File: config.mk
export PLATFORM = sky130hd
export DESIGN_NAME = sorted_priority_queue
export DESIGN_NICKNAME = d
export VERILOG_FILES = /design/src/hw/rtl/spq_pkg.sv /design/src/hw/rtl/spq_cell.sv /design/src/hw/rtl/sorted_priority_queue.sv
export VERILOG_INCLUDE_DIRS = /design/src /design/src/hw/rtl
export SDC_FILE = /design/constraint.sdc
export NUM_CORES = 2
export LEC_CHECK = 0
export BUFFER_PORTS_ARGS = -buffer_cell sky130_fd_sc_hd__buf_2
export CORE_ASPECT_RATIO = 0.6
export CORE_MARGIN = 4
export CORE_UTILIZATION = 40
export DETAILED_ROUTE_END_ITERATION = 7
export PLACE_DENSITY = 0.63
export SLEW_MARGIN = 20
export SYNTH_ARGS = -nofsm -noshare
export SYNTH_HDL_FRONTEND = slang
export SYNTH_SLANG_ARGS = --single-unit
export TNS_END_PERCENT = 30
File: constraint.sdc
create_clock -name clock -period 10.5 [get_ports clock]
set_clock_uncertainty 0.15 [all_clocks]
set_input_delay 1.05 -clock clock [delete_from_list [all_inputs] [get_ports clock]]
set_output_delay 1.05 -clock clock [all_outputs]
set_load 0.005 [all_outputs]
File: src/hw/rtl/sorted_priority_queue_assert.svh
// Assertion macros for the sorted priority queue.
// Used by the top level only; needs clock and reset in scope.
`ifndef SORTED_PRIORITY_QUEUE_ASSERT_SVH
`define SORTED_PRIORITY_QUEUE_ASSERT_SVH

// Check a property at every clock edge outside reset.
`define SPQ_ASSERT(lbl, prop, msg) \
   lbl: assert property (@(posedge clock) disable iff (reset) (prop)) else $error(msg);

// Check that a condition leads to a consequence in the next cycle.
`define SPQ_ASSERT_NEXT(lbl, cond, cons, msg) \
   lbl: assert property (@(posedge clock) disable iff (reset) (cond) |=> (cons)) \
      else $error(msg);

`endif

File: src/hw/rtl/spq_pkg.sv
// Package for the sorted priority queue: item types, cell link types and codes.
// No dependencies; used by spq_cell and sorted_priority_queue.
`timescale 1ns / 1ps
`default_nettype none

package spq_pkg;

   localparam int DEPTH_DEFAULT = 16;
   localparam int KEY_W         = 32;
   localparam int PAYLOAD_W     = 32;
   localparam int FILL_W        = 5;
   localparam int STATUS_W      = 2;
   localparam int CSR_ADDR_W    = 3;
   localparam int CSR_DATA_W    = 32;

   localparam logic ACTION_INSERT = 1'b0;
   localparam logic ACTION_REMOVE = 1'b1;

   localparam logic [STATUS_W-1:0] STATUS_OK    = 2'd0;
   localparam logic [STATUS_W-1:0] STATUS_FULL  = 2'd1;
   localparam logic [STATUS_W-1:0] STATUS_EMPTY = 2'd2;

   // register index of largest_first
   localparam logic CSR_IDX_LARGEST_FIRST = 1'b0;

   typedef struct packed {
      logic                 action;
      logic [KEY_W-1:0]     key;
      logic [PAYLOAD_W-1:0] payload;
   } spq_req_type;

   typedef struct packed {
      logic [STATUS_W-1:0]  status;
      logic [KEY_W-1:0]     out_key;
      logic [PAYLOAD_W-1:0] out_payload;
      logic [FILL_W-1:0]    fill;
   } spq_rsp_type;

   // broadcast to every cell
   typedef struct packed {
      logic                 insert;
      logic                 remove;
      logic                 largest_first;
      logic [KEY_W-1:0]     key;
      logic [PAYLOAD_W-1:0] payload;
   } spq_cmd_type;

   // what a cell shows its neighbours; ahead is set when the new key goes in
   // front of this cell and of every stored entry behind it, and on empty cells
   typedef struct packed {
      logic                 valid;
      logic                 ahead;
      logic [KEY_W-1:0]     key;
      logic [PAYLOAD_W-1:0] payload;
   } spq_link_type;

endpackage

`default_nettype wire

File: src/hw/rtl/spq_cell.sv
// One storage cell of the sorted priority queue chain.
// Depends on spq_pkg; instantiated in a row by sorted_priority_queue.
`timescale 1ns / 1ps
`default_nettype none

module spq_cell (
   input  wire logic                 clock,
   input  wire logic                 reset,
   input  wire spq_pkg::spq_cmd_type  cmd,
   input  wire spq_pkg::spq_link_type prev_link,
   input  wire spq_pkg::spq_link_type next_link,
   output spq_pkg::spq_link_type      own_link
);

   logic                          valid_ff, valid_in;
   logic [spq_pkg::KEY_W-1:0]     key_ff, key_in;
   logic [spq_pkg::PAYLOAD_W-1:0] payload_ff, payload_in;
   logic                          precede;
   logic                          ahead;

   always_comb begin
      if (cmd.largest_first) begin
         precede = cmd.key > key_ff;
      end else begin
         precede = cmd.key < key_ff;
      end
      ahead = !valid_ff || (precede && next_link.ahead);
   end

   always_comb begin
      valid_in   = valid_ff;
      key_in     = key_ff;
      payload_in = payload_ff;
      if (cmd.insert) begin
         if (prev_link.valid && prev_link.ahead) begin
            valid_in   = 1'b1;
            key_in     = prev_link.key;
            payload_in = prev_link.payload;
         end else if (ahead && (valid_ff || prev_link.valid)) begin
            valid_in   = 1'b1;
            key_in     = cmd.key;
            payload_in = cmd.payload;
         end
      end else if (cmd.remove) begin
         valid_in   = next_link.valid;
         key_in     = next_link.key;
         payload_in = next_link.payload;
      end
   end

   always_ff @(posedge clock) begin
      if (reset) begin
         valid_ff <= 1'b0;
      end else begin
         valid_ff <= valid_in;
      end
      key_ff     <= key_in;
      payload_ff <= payload_in;
   end

   assign own_link = '{valid: valid_ff, ahead: ahead, key: key_ff, payload: payload_ff};

endmodule

`default_nettype wire

File: src/hw/rtl/sorted_priority_queue.sv
// Sorted priority queue: a row of DEPTH compare-and-shift cells with the head in cell 0.
// An insert or a remove that is served updates every cell in the cycle it is accepted, so
// one item is taken per clock cycle unless a stalled result holds the input channel; its
// result is registered in the output register at the same edge. The rate is set by the
// broadcast compare across the row of cells. No clearing pass runs after reset.
// Depends on spq_pkg, spq_cell and sorted_priority_queue_assert.svh.
`timescale 1ns / 1ps
`default_nettype none

`include "sorted_priority_queue_assert.svh"

module sorted_priority_queue #(
   parameter int DEPTH = spq_pkg::DEPTH_DEFAULT
) (
   input  wire logic                               clock,
   input  wire logic                               reset,
   input  wire logic                               req_valid,
   output logic                                    req_stall,
   input  wire spq_pkg::spq_req_type                req_data,
   output logic                                    rsp_valid,
   input  wire logic                               rsp_stall,
   output spq_pkg::spq_rsp_type                     rsp_data,
   input  wire logic                               csr_psel,
   input  wire logic                               csr_penable,
   input  wire logic                               csr_pwrite,
   input  wire logic [spq_pkg::CSR_ADDR_W-1:0]     csr_paddr,
   input  wire logic [spq_pkg::CSR_DATA_W-1:0]     csr_pwdata,
   output logic [spq_pkg::CSR_DATA_W-1:0]          csr_prdata,
   output logic                                    csr_pready
);

   localparam int CntW = $clog2(DEPTH + 1);
   localparam logic [CntW-1:0] FullCnt = CntW'(DEPTH);

   logic                   largest_first_ff, largest_first_in;
   logic [CntW-1:0]        count_ff, count_in;
   logic                   rsp_valid_ff, rsp_valid_in;
   spq_pkg::spq_rsp_type   rsp_data_ff, rsp_data_in;
   logic                   req_accept;
   logic                   full, empty;
   logic                   csr_hit;
   logic [CntW+4:0]        count_ext;
   spq_pkg::spq_cmd_type   cmd;
   spq_pkg::spq_link_type  cell_link [DEPTH];
   logic [DEPTH-1:0]       valid_vec;
   logic                   rsp_ok;
   logic                   full_drop;

   // configuration port
   assign csr_pready = 1'b1;
   assign csr_hit    = (csr_paddr[2] == spq_pkg::CSR_IDX_LARGEST_FIRST) &&
                       (csr_paddr[1:0] == 2'b00);

   always_comb begin
      largest_first_in = largest_first_ff;
      if (csr_psel && csr_penable && csr_pwrite && csr_hit) begin
         largest_first_in = csr_pwdata[0];
      end
      csr_prdata = '0;
      if (csr_hit) begin
         csr_prdata[0] = largest_first_ff;
      end
   end

   // handshake and commands to the cells
   assign req_stall  = rsp_valid_ff && rsp_stall;
   assign req_accept = req_valid && !req_stall;
   assign full       = (count_ff == FullCnt);
   assign empty      = (count_ff == '0);

   always_comb begin
      cmd.insert        = req_accept && (req_data.action == spq_pkg::ACTION_INSERT) && !full;
      cmd.remove        = req_accept && (req_data.action == spq_pkg::ACTION_REMOVE) && !empty;
      cmd.largest_first = largest_first_ff;
      cmd.key           = req_data.key;
      cmd.payload       = req_data.payload;
   end

   generate
      for (genvar i = 0; i < DEPTH; i++) begin : g_cell
         spq_pkg::spq_link_type prev_l, next_l;
         if (i == 0) begin : g_head
            assign prev_l = '{valid: 1'b1, ahead: 1'b0, key: '0, payload: '0};
         end else begin : g_mid
            assign prev_l = cell_link[i-1];
         end
         if (i == DEPTH - 1) begin : g_tail
            assign next_l = '{valid: 1'b0, ahead: 1'b1, key: '0, payload: '0};
         end else begin : g_body
            assign next_l = cell_link[i+1];
         end
         spq_cell u_cell (
            .clock     (clock),
            .reset     (reset),
            .cmd       (cmd),
            .prev_link (prev_l),
            .next_link (next_l),
            .own_link  (cell_link[i])
         );
         assign valid_vec[i] = cell_link[i].valid;
      end
   endgenerate

   // count and result register
   always_comb begin
      count_in = count_ff;
      if (cmd.insert) begin
         count_in = count_ff + CntW'(1);
      end else if (cmd.remove) begin
         count_in = count_ff - CntW'(1);
      end
      count_ext = {5'b0, count_in};

      rsp_data_in             = rsp_data_ff;
      rsp_data_in.status      = spq_pkg::STATUS_OK;
      rsp_data_in.out_key     = '0;
      rsp_data_in.out_payload = '0;
      rsp_data_in.fill        = count_ext[4:0];
      if (req_data.action == spq_pkg::ACTION_INSERT) begin
         if (full) begin
            rsp_data_in.status = spq_pkg::STATUS_FULL;
         end
      end else if (empty) begin
         rsp_data_in.status = spq_pkg::STATUS_EMPTY;
      end else begin
         rsp_data_in.out_key     = cell_link[0].key;
         rsp_data_in.out_payload = cell_link[0].payload;
      end

      rsp_valid_in = rsp_valid_ff && rsp_stall;
      if (req_accept) begin
         rsp_valid_in = 1'b1;
      end
   end

   always_ff @(posedge clock) begin
      if (reset) begin
         largest_first_ff <= 1'b1;
         count_ff         <= '0;
         rsp_valid_ff     <= 1'b0;
      end else begin
         largest_first_ff <= largest_first_in;
         count_ff         <= count_in;
         rsp_valid_ff     <= rsp_valid_in;
      end
      if (req_accept) begin
         rsp_data_ff <= rsp_data_in;
      end
   end

   assign rsp_valid = rsp_valid_ff;
   assign rsp_data  = rsp_data_ff;

   assign rsp_ok    = rsp_valid && (rsp_data.status == spq_pkg::STATUS_OK);
   assign full_drop = req_accept && (req_data.action == spq_pkg::ACTION_INSERT) && full;

   `SPQ_ASSERT(a_count_range, count_ff <= FullCnt, "entry count above depth")
   `SPQ_ASSERT(a_count_cells, $countones(valid_vec) == int'(count_ff), "count differs from cells")
   `SPQ_ASSERT_NEXT(a_remove_ok, cmd.remove, rsp_ok, "remove not served")
   `SPQ_ASSERT_NEXT(a_drop_full, full_drop, $stable(count_ff), "full insert changed count")

endmodule

`default_nettype wire
# Word-level counts from Yosys, hierarchy flattened

Cells that the tools add are included.
Widths: inputs -> output; s select.

Bits in registers: 1118
Latch bits: 0
Bits in writable memories: 0
Bits in read-only memories: 0
Input port bits: 107
Output and inout port bits: 106
Word-level logic and storage cells: 444
Memories: 0

Add/sub/neg operators: 2
Multiply operators: 0
Div/mod/pow operators: 0
Order comparisons: 32
Eq/ne operators: 17
Shifts and indexed selects: 0
Multiplexer cells: 211
Bitwise operators: 2
Reductions and logical operators: 125

Operators by type and width:

| operator            | count |
|---|---|
| $mux 32             | 125 |
| $gt 32x32->1        | 16 |
| $lt 32x32->1        | 16 |
| $mux 1              | 82 |
| $logic_and 1x1->1   | 55 |
| $ne 3x1->1 const B  | 15 |
| $reduce_and 2->1    | 16 |
| $logic_or 1x1->1    | 31 |
| $logic_not 1->1     | 19 |
| $mux 5              | 2 |
| $add 5x1->5 const B | 1 |
| $eq 5x5->1 const B  | 1 |
| $logic_not 5->1     | 1 |
| $sub 5x1->5 const B | 1 |
| $mux 2              | 2 |
| $logic_not 2->1     | 1 |
| $ne 2x1->1 const B  | 1 |
| $not 1->1           | 2 |
| $reduce_bool 2->1   | 1 |
| $reduce_or 2->1     | 1 |

# Depth between registers and ports, before layout

Depth in word-level cells: 36
Gate-level depth with buffers: 17
Depth with buffers taken out: 13

# Hierarchy

From an unflattened synthesis, not the netlist that was laid out.

Cell total of the unflattened synthesis: 6888
Area total of the unflattened synthesis: 70233.6 um2

By module, submodules not included:

| module                           | times used | cells an instance | area an instance (um2) | sequential area each (um2) |
|---|---|---|---|---|
| spq_cell at g_cell[0].u_cell ... | 14         | 414               | 4171.5                 | 1941.9 |
| spq_cell at g_cell[8].u_cell ... | 2          | 419               | 4184.0                 | 1941.9 |
| sorted_priority_queue            | 1          | 254               | 3464.6                 | 2272.2 |

# Least setup slack after synthesis

OpenSTA, ideal clock, no wires.

Path type: input -> register
From: in req_data[32] (netlist name)
To: reg g_cell[12].u_cell.valid_ff
Setup time: 0.074 ns
Arrival: 7.660 ns
Required time: 10.276 ns
Slack: 2.615 ns
Stages: 14
Buffers on the path: 2
Path through: clkbuf_1 -> inv_1 -> ha_1 -> nor2b_1 -> o2111ai_1 -> and3_1 -> o21ai_1 -> a211oi_1 -> o31a_1 -> nor4_1 -> nand2_1 -> buf_2 -> a31oi_1 -> o221a_2

Word-level cells in the longest chain between the ends: 14
Elaborated cells between the ends (all ways): 30
Those cells by class: order compare (10); eq/ne (1); mux (7); reduce/logical (12)

RTL lines:

| what                                                        | RTL line                       | RTL |
|---|---|---|
| start, declared                                             | sorted_priority_queue.sv:19    | `input wire spq_pkg::spq_req_type req_data,` |
| $lt 32x32->1 / $gt 32x32->1 (equally long branches)         | spq_cell.sv:25, spq_cell.sv:23 |  |
| $mux 1                                                      | spq_cell.sv:22                 | `if (cmd.largest_first) begin` |
| $logic_or 1x1->1                                            | spq_cell.sv:27                 | `ahead = !valid_ff \|\| (precede && next_link.ahead);` |
| $logic_and 1x1->1                                           | spq_cell.sv:27                 |  |
| $logic_or 1x1->1                                            | spq_cell.sv:27                 |  |
| $logic_and 1x1->1                                           | spq_cell.sv:27                 |  |
| $logic_or 1x1->1                                            | spq_cell.sv:27                 |  |
| $logic_and 1x1->1                                           | spq_cell.sv:27                 |  |
| $logic_or 1x1->1                                            | spq_cell.sv:27                 |  |
| $logic_and 1x1->1                                           | spq_cell.sv:27                 |  |
| $logic_or 1x1->1                                            | spq_cell.sv:27                 |  |
| $logic_and 1x1->1                                           | spq_cell.sv:35                 | `if (prev_link.valid && prev_link.ahead) begin` |
| $ne 3x1->1 (no line) / $mux 1 (equally long branches)       | -                              |  |
| $reduce_and 2->1 (no line) / $mux 1 (equally long branches) | -                              |  |
| end signal, assigned                                        | spq_cell.sv:55                 | `valid_ff <= valid_in;` |
| end, declared                                               | spq_cell.sv:15                 | `logic valid_ff, valid_in;` |

Parallel ways exist; a longest one is shown, timed or not.
A chain may end at the register's enable or synchronous reset.

# Worst setup path after layout

From: in req_data[32] (netlist name)
To: reg g_cell[1].u_cell.payload_ff[17] (netlist name) (data pin)

Word-level cells in the longest chain between the ends: 36
Elaborated cells between the ends (all ways): 82
Those cells by class: order compare (32); mux (18); reduce/logical (32)

RTL lines:

| what                                                | RTL line                       | RTL |
|---|---|---|
| $lt 32x32->1 / $gt 32x32->1 (equally long branches) | spq_cell.sv:25, spq_cell.sv:23 |  |
| $mux 1                                              | spq_cell.sv:22                 |  |
| $logic_or 1x1->1                                    | spq_cell.sv:27                 |  |
| $logic_and 1x1->1                                   | spq_cell.sv:27                 |  |
| $logic_or 1x1->1                                    | spq_cell.sv:27                 |  |
| $logic_and 1x1->1                                   | spq_cell.sv:27                 |  |
| $logic_or 1x1->1                                    | spq_cell.sv:27                 |  |
| $logic_and 1x1->1                                   | spq_cell.sv:27                 |  |
| [21 not listed]                                     | -                              |  |
| $logic_and 1x1->1                                   | spq_cell.sv:27                 |  |
| $logic_or 1x1->1                                    | spq_cell.sv:27                 |  |
| $logic_and 1x1->1 (*)                               | spq_cell.sv:27                 |  |
| $logic_or 1x1->1 (*)                                | spq_cell.sv:27                 |  |
| $logic_and 1x1->1 (*)                               | spq_cell.sv:35                 |  |
| $mux 32 (*)                                         | spq_cell.sv:35                 |  |
| $mux 32 (*)                                         | spq_cell.sv:34                 | `if (cmd.insert) begin` |
| via g_cell[1].u_cell.payload_in, one bit            | spq_cell.sv:17                 | `logic [spq_pkg::PAYLOAD_W-1:0] payload_ff, payload_in;` |
| end signal, assigned                                | spq_cell.sv:58                 | `payload_ff <= payload_in;` |
| end, declared                                       | spq_cell.sv:17                 |  |

Mark *: on every way through the listed nets, which the timed path passes. The rest lies on a longest branch.

==> results.md <==
- Drt first-iter violations: 7228
- Total GRT Usage: 0.227
- Worst VDD drop: 140 uV
- Pin count of the biggest net entering global routing: 220
- Row count: approximately 120
- Detailed placement HPWL: approximately 150 mm
- PnR worst setup slack: approximately 2.9 ns
- Worst Hold Depth: 3
- Place WS: roughly 2.4 ns
- Met1 WL: 103 mm
- NumNets Final: 7393
- Fmax: 131 MHz
- R2r setup slk: approximately 3.5 ns
- CP Launch Type: primary input
- Setup violations, final: 0
- Synth async-reset ratio: 0
- Clock Pin Slew Worst Setup and Hold Paths: about 0.06 ns
- Number of nets still failing antenna checks after routing: 0
- Outcome: complete, no violations
- Critical path endpoint category: register
- Skew-Pair Late Insertion Delay: 0.78 ns
- Num Clock Sinks: roughly 1100
- Critical Path AT: about 8.1 ns
- Synth unique cells: 78
- DIE WIDTH: approximately 540 um
- R2r endpoint: g_cell[1].u_cell.payload_ff[17]
- Die Y: 328 um
- Drt pass-1 iters: 8
- Core Region: ~170000 um2
- Synth warnings: 0
- Number of port buffers: 149
- Worst EP required: 11.00 ns
- Worst-Margin Slew: 1.13 ns
- CTS Buffer Depth: 3
- IO Pins: 213
- Final period utilization: 0.725
- Max Slew Vio Count: 0
- Layout cells sized above 1: 0.0712
- EDFF count, synth: 1095
- Pwr per Cell Area: 168 nW/um2
- Synth Instances: slightly below 7000
- Hold Startpoint: req_valid
- Cells on worst reg2reg path: 15
- CTS root buffer: clkbuf_16
- Top FF cell, synth: edfxtp_1
- Vias in the first global route: 49300
- P_leak: 30.3 nW
- Met3 WL post-DR: 28.5 mm
- Relative slew slack: 0.248
- Residual DRC count: 0
- Gpl congestion: 0.925
- CP Class: in -> reg
- Die ar.: 178000 um2
- Max Used Layer: met5
- Mapped Avg Cell Area: 9.88 um2
- Yosys reg bits: roughly 1100
- Antenna violations before repair: 18
- Drt wl/cell: 22.8 um
- Number of CTS-inserted buffers: 113
- # Max-Cap Violations: 0
- Sequential share of the synthesized area: 0.488
- Post-CTS Setup Inserts: 0
- Setup TNS: 0 ns
- Vias: between 50000 and 60000
- Hold Path End: rsp_valid
- Crit Path Max Fanout: between 50 and 60
- H-tree levels: 3
- First-pass GRT wire length: 312 mm
- Area grow syn2layout: 9.50%
- Initial cell density of the core: 0.402
- Post-Route WL: around 210 mm
- Drt via density: 5.86
- Hold Path Class: in -> reg
- Post-Syn Area: 68300 um2
- RR Startpoint: g_cell[11].u_cell.key_ff[9]
- Fin. Hold Viols: 0
- Grt ovf: 0
- Crit path time final: 7.61 ns
- Met2 WL: 73.4 mm
- Post-CTS resize count: 0
- Unrepaired setup endpoints after global routing: false
- Cts hold-fix bufs: 0
- TritonCTS clock tree: yes
## per-stage QoR
stage | cells | hold WS, ns | util | area [um2] | total power [mW]
floorplan | 6942 | 0.331 | - | 68400 | 7.46
global placement | 8917 | 0.348 | 0.417 | 70800 | 8.20
detailed placement | 8918 | 0.363 | 0.417 | 70800 | 8.29
CTS | 9127 | 0.301 | 0.441 | 74700 | 12.6
global route | 9132 | 0.334 | 0.441 | 74800 | 13.1
finish | 9139 | 0.355 | 0.441 | 74800 | 12.6
## cells in the mapped netlist, types with 72 or more instances
master	count	share of area
clkbuf_1	376	0.021
buf_2	80	0.0059
o221ai_1	130	0.017
ha_1	514	0.094
a21o_1	74	0.0081
o21ai_0	423	0.031
nand2_1	1006	0.055
o211ai_1	159	0.017
a21oi_1	429	0.031
nand4_1	112	0.010
nand3_1	318	0.023
a31oi_1	79	0.0072
inv_1	526	0.029
and2_1	115	0.011
o21ai_1	220	0.016
edfxtp_1	1095	0.48
nor2_1	317	0.017
mux2i_1	429	0.063
a221o_1	72	0.011
## kinds of logic (layout without fill, tap and decap cells)
kind of cell | after synthesis | after routing | share of synthesized area
and+or+nand+nor | 2029 | 2029 | 0.131
xor gates and xnor gates | 5 | 5 | 0.000641
adders and majority gates | 514 | 514 | 0.0942
buffers and inverters | 1063 | 987 | 0.0635
other | 2 | 44 | 0.000110
DFF | 1118 | 1118 | 0.488
AOI/OAI and AO/OA | 1747 | 1747 | 0.159
muxes | 434 | 434 | 0.0637
## state kept, by name, indices dropped and copies added, names as in the netlist
name	count
g_cell.u_cell.valid_ff	16
g_cell.u_cell.key_ff	512
largest_first_ff	1
count_ff	5
rsp_data	71
rsp_valid	1
g_cell.u_cell.payload_ff	512
## worst max-delay path by stage
stage,from,endpoint,slack [ns],cells past startpoint
floorplan,req_data[32],g_cell[12].u_cell.valid_ff,2.62,14
global route,req_data[41],g_cell[1].u_cell.payload_ff[10],2.68,15
global placement,req_data[41],g_cell[1].u_cell.payload_ff[12],2.53,15
detailed placement,req_data[41],g_cell[0].u_cell.payload_ff[23],2.36,15
finish,req_data[32],g_cell[1].u_cell.payload_ff[17],2.89,16
CTS,req_data[41],g_cell[1].u_cell.payload_ff[17],3.21,15
## cell usage in the layout (no fill, tap or decap), types with 113 or more instances in the layout
master	instances
edfxtp_1	1095
nand2_1	1003
inv_1	524
ha_1	514
mux2i_1	429
o21ai_0	423
a21oi_1	421
nand3_1	317
nor2_1	312
o21ai_1	218
o211ai_1	159
buf_2	149
o221ai_1	130
and2_1	115
clkbuf_16	113
## per-layer routing
layer / track usage / vias to the layer above
met5: 0.00433 / -
met4: 0.0413 / 4
met3: 0.0778 / 253
met2: 0.274 / 2873
met1: 0.374 / 25500
li1: - / 25000
## final cells by class
type	count	area, um2
Multi-Input combinational cell	4761	31100
Clock buffer	146	3100
Tap cell	2261	2830
Sequential cell	1118	33300
Clock inverter	63	806
Antenna cell	12	30.0
Timing Repair Buffer	251	1590
Inverter	527	1980
Fill cell	16000	94900
## critical path, stage by stage
cell,delay (ns)
buf_2,0.38
inv_1,0.63
ha_1,0.46
nor2b_1,0.11
o2111ai_1,0.10
and3_1,0.20
o21ai_1,0.27
a211oi_1,0.13
o31a_1,0.38
o311ai_2,0.63
nand3_2,0.85
a222oi_1,0.79
buf_4,0.63
and2_2,0.43
buf_4,0.67
a221o_1,0.27
## power by group
group	switching, mW	internal [mW]	total [mW]
sequential	0.294	5.55	5.84
clock	1.87	2.46	4.33
combinational	1.64	0.781	2.42
total	3.81	8.79	12.6
Note: power is estimated with default switching activity, not from simulation.
